**src/rtl/pca_ram.sv**
```systemverilog
module pca_ram #(
   parameter int WIDTH = 8,
   parameter int DEPTH = 16
) (
   input  logic                     clock,
   input  logic                     wr_en,
   input  logic [$clog2(DEPTH)-1:0] wr_addr,
   input  logic [WIDTH-1:0]         wr_data,
   input  logic [$clog2(DEPTH)-1:0] rd_addr,
   output logic [WIDTH-1:0]         rd_data
);
   logic [WIDTH-1:0] mem [DEPTH];
   logic [WIDTH-1:0] rd_data_ff;

   always_ff @(posedge clock) begin
      if (wr_en) begin
         mem[wr_addr] <= wr_data;
      end
      rd_data_ff <= mem[rd_addr];
   end

   assign rd_data = rd_data_ff;
endmodule

```
**config.mk**
```make
export PLATFORM = sky130hd
export DESIGN_NAME = pca_ram
export DESIGN_NICKNAME = d
export VERILOG_FILES = /design/src/rtl/pca_ram.sv
export SDC_FILE = /design/constraint.sdc
export NUM_CORES = 1
export LEC_CHECK = 0
export BUFFER_PORTS_ARGS = -buffer_cell sky130_fd_sc_hd__buf_2
export CAP_MARGIN = 40
export CORE_UTILIZATION = 45
export DETAILED_ROUTE_END_ITERATION = 12
export HOLD_SLACK_MARGIN = 0.15
export PLACE_DENSITY = 0.61
export SLEW_MARGIN = 0
export SYNTH_ARGS = -nofsm -noshare
export SYNTH_HDL_FRONTEND = slang
export SYNTH_SLANG_ARGS = --single-unit
```
**constraint.sdc**
```tcl
create_clock -name clock -period 2 [get_ports clock]
set_clock_uncertainty 0.1 [all_clocks]
set_input_delay 0.1 -clock clock [delete_from_list [all_inputs] [get_ports clock]]
set_output_delay 0.1 -clock clock [all_outputs]
set_load 0.05 [all_outputs]
```
# After elaboration in Yosys (flattened, before gate mapping)
# Memories as Yosys holds them, arrays and structs flattened. A register that Yosys moved wholly into a read port is not among the register bits.
# Cells that the tools add are included.
[word_totals] word_cells=3 mem_count=1 register_bits=0 mem_bits_rw=128 output_inout_bits=8
[op_classes] n_mux=2
[mem_list] memory="mem" depth=16 word_bits=8 read_ports=1 rd_ports_with_merged_regs=1 wr=1 line="12" text="logic [WIDTH-1:0] mem [DEPTH];"
[ops] op="1-bit two-way mux" count=2

# Logic depth before layout (Yosys ltp)
[logic_depth] word_depth=2 mapped_depth=5 mapped_depth_nobuf=3

# Worst setup path before layout
# OpenSTA, ideal clock, no wires.
[synth_path] path_kind="in2reg" startpoint="in wr_addr[2]" endpoint="mem mem[0][0], enable pin" setup_slack_ns=0.307 n_path_buf=0 required_time_ns=1.517 arrival_ns=1.210 path_stages=2 path_cell_list="or3b_2 nor3_1"
[synth_lines] element="start: declaration" line="7" text="input logic [$clog2(DEPTH)-1:0] wr_addr,"
[synth_lines] element="end: declaration" line="12"
# Straight into the memory's write port.

# Worst setup path in the final report
[layout_path] startpoint="in wr_addr[1]" endpoint="mem mem[8][2], enable pin"
# Straight into the memory's write port.

==> impl_metrics.csv <==
group,metric,value,unit
status,status,"completed",
sta,worst_slew_pin_slew,688,ps
cts,cts-root-buf,"clkbuf_16",
cts,cts_buffer_depth,2,
drt,first_pass_iters,4,
min_path,hold_path_class,"in2reg",
sta,maxSlewViolCount,0,
finish,area_delta_synth_final,19.8,%
setup_path,cp-end-kind,"flip-flop",
global_routing,use_met2,28.5,%
placed_design,post_dp_cell_area,5540,um^2
finish,nFillCells,809,
setup_path,critPathLaunchType,"input port",
power,power.leakage,2.10,nW
placed_design,io_buffers,25,
sta,fin_crit_sh,86.5,%
min_path,hold_start,"rd_addr[3]",
synthesis,synth_edf_count,128,
synthesis,yosys_register_bits,136,
die,start_util,46.9,%
global_routing,grt_overflow,0,
drt,postRouteAntennaNets,0,
placed_design,post-place-cells,404,
setup_path,cp.required,2000,ps
sta,fin_setup_tns,0,ps
die,dieArea,11900,um^2
synthesis,ys_dominant_reg_cell,"edfxtp_1",
power,p_per_area,1020,nW/um^2
setup_path,setup.worst_path.start,"wr_addr[1]",
drt,wire_per_inst,20.7,um
finish,multi_input_area,1060,um^2
global_routing,grt_usage,17.6,%
drt,drc,0,
global_routing,antenna_found_initial,0,
drt,drt_iter0_drc,155,
cts,clkSlewWorstSetupHoldPaths,50,ps
finish,final_area,6160,um^2
sta,rsz0062_at_grt,"false",
placed_design,routabilityCongestion,0.667,
sta,hold_violations,0,
sta,post-route-min-period,1730,ps
synthesis,synth_nets,247,
cts,cts_max_level,4,
synthesis,yosysWarnings,0,
cts,cts_tree,"built",
synthesis,postSynthCellCount,229,
synthesis,synth-seq-area-share,77.8,%
finish,diodes,0,
finish,fin_util,56.1,%
global_routing,grt_use_met1,23.2,%
finish,final-seq-area,4000,um^2
power,vdd_drop_max,0.559,mV
cts,postCtsResizedCells,0,
global_routing,top_usage_layer,"met2",
sta,setup_viol,0,
die,die_w,109,um
sta,maxSlewHeadroom,54.0,%
die,fp-row-count,38,
synthesis,syn_area,5150,um^2
cts,worstSkewPairLatency,400,ps
drt,routed_wl,9.21,mm
synthesis,yosysUniqueCellTypes,19,
setup_path,cp.arrival,1730,ps
finish,nets,312,
global_routing,grt_use_met3,4.00,%
setup_path,r2r-start,"mem[11][1]",
finish,layout-drive-gt1-share,28.9,%
job,cap_violations,0,
setup_path,critPathMaxFanout,8,
global_routing,grt_max_degree,33,
global_routing,grt_pass1_vias,2516,
global_routing,grt_first_pass_wirelength,14.4,mm
drt,vias,2425,
die,die_y,109,um
sta,fmax,578,MHz
drt,vias_per_cell,5.45,
die,pin_count,26,
die,coreArea,11000,um^2
setup_path,critPathKind,"in2reg",
synthesis,syn_avg_cell_area,22.5,um^2
finish,finalNonFillerCells,445,
synthesis,synthArstFlopShare,0,%
cts,clock-sinks,136,
cts,cts_inserted_buffers,17,
placed_design,dpl.hpwl,5.87,mm
-- cell usage in the layout (no fill, tap or decap), drive strengths merged --
cell type | netlist | final
nand2b | 2 | 2
clkinvlp | 0 | 4
nor2 | 13 | 13
dfxtp | 8 | 8
nand2 | 9 | 9
bufinv | 0 | 1
nand3b | 2 | 2
clkinv | 0 | 6
and2 | 1 | 1
dlygate4sd3 | 0 | 11
or3b | 1 | 1
edfxtp | 128 | 128
mux4 | 32 | 32
a22oi | 16 | 16
and2b | 1 | 1
clkbuf | 0 | 19
nand3 | 1 | 1
nor3 | 4 | 4
nor2b | 1 | 1
buf | 7 | 45
-- metrics by stage --
step / total power, W / hold slack, ps / setup slack, ps
after global placement: 0.00362 / 394 / 341
after CTS: 0.00636 / 167 / 317
after floorplan: 0.00349 / 98.9 / 307
final: 0.00631 / 178 / 271
after global routing: 0.00651 / 236 / 236
after detailed placement: 0.00362 / 406 / 347
-- registers in the layout, indices dropped and copies added (netlist names) --
signal and flops:
mem 128, rd_data 8
-- worst max-delay path, cell delays in order --
cell and delay (ps):
dlygate4sd3_1 520, buf_2 160, nor3_1 180, dlygate4sd3_1 570
buf_4 190
-- cell type report --
class                           count  area share (%)
Multi-Input combinational cell     83            17.2
Clock buffer                       19            7.02
Clock inverter                     11            1.38
Timing Repair Buffer               56            6.66
Tap cell                          140            2.84
Sequential cell                   136            64.9
-- timing repair --
action | 4_1_cts | 5_1_grt
setup endpoints to repair | 0 | 0
buffers inserted | 0 | 0
hold buffers | 11 | 0
endpoints found under the hold margin | 141 | 0
-- cells by family (layout without fill, tap and decap cells) --
kind of cell	Yosys count	in the layout	synth area share, %
muxes	32	32	15.0
buffers and inverters	10	86	1.68
and+or+nand+nor	35	35	3.18
DFF	136	136	77.8
AOI/OAI and AO/OA	16	16	2.33
-- metal layers --
layer | vias up | wire length, um | share of wire (%)
met5 | - | 0 | 0
li1 | 1099 | - | -
met2 | 53 | 4740 | 51
met3 | 6 | 325 | 3.5
met1 | 1267 | 4060 | 44
met4 | 0 | 89 | 0.97
-- report_power, final --
part           switching [W]  total [W]  internal, W  leakage, nW
combinational       0.000224   0.000367     0.000142        0.634
clock                0.00107    0.00274      0.00167        0.241
sequential         0.0000198    0.00321      0.00319         1.22
total                0.00131    0.00631      0.00500         2.10
-- Yosys cell counts (3+ instances only) --
| library cell | n | area share [%] |
|---|---|---|
| nand2_1 | 9 | 0.66 |
| mux4_2 | 18 | 7.9 |
| nor3_1 | 4 | 0.39 |
| nor2_1 | 13 | 0.95 |
| buf_2 | 3 | 0.29 |
| a22oi_1 | 16 | 2.3 |
| dfxtp_1 | 8 | 3.1 |
| clkdlybuf4s25_2 | 3 | 0.58 |
| edfxtp_1 | 128 | 75 |
| mux4_1 | 14 | 7.1 |
| buf_6 | 3 | 0.66 |
-- worst paths after layout --
kind                 to  slack [ps]  cells after the start
max           mem[8][2]         270                      5
min          rd_data[0]         180                      4
max reg2reg  rd_data[1]         570                      3
min reg2reg  rd_data[5]         580                      3
Power figures use the tool's default switching activity.
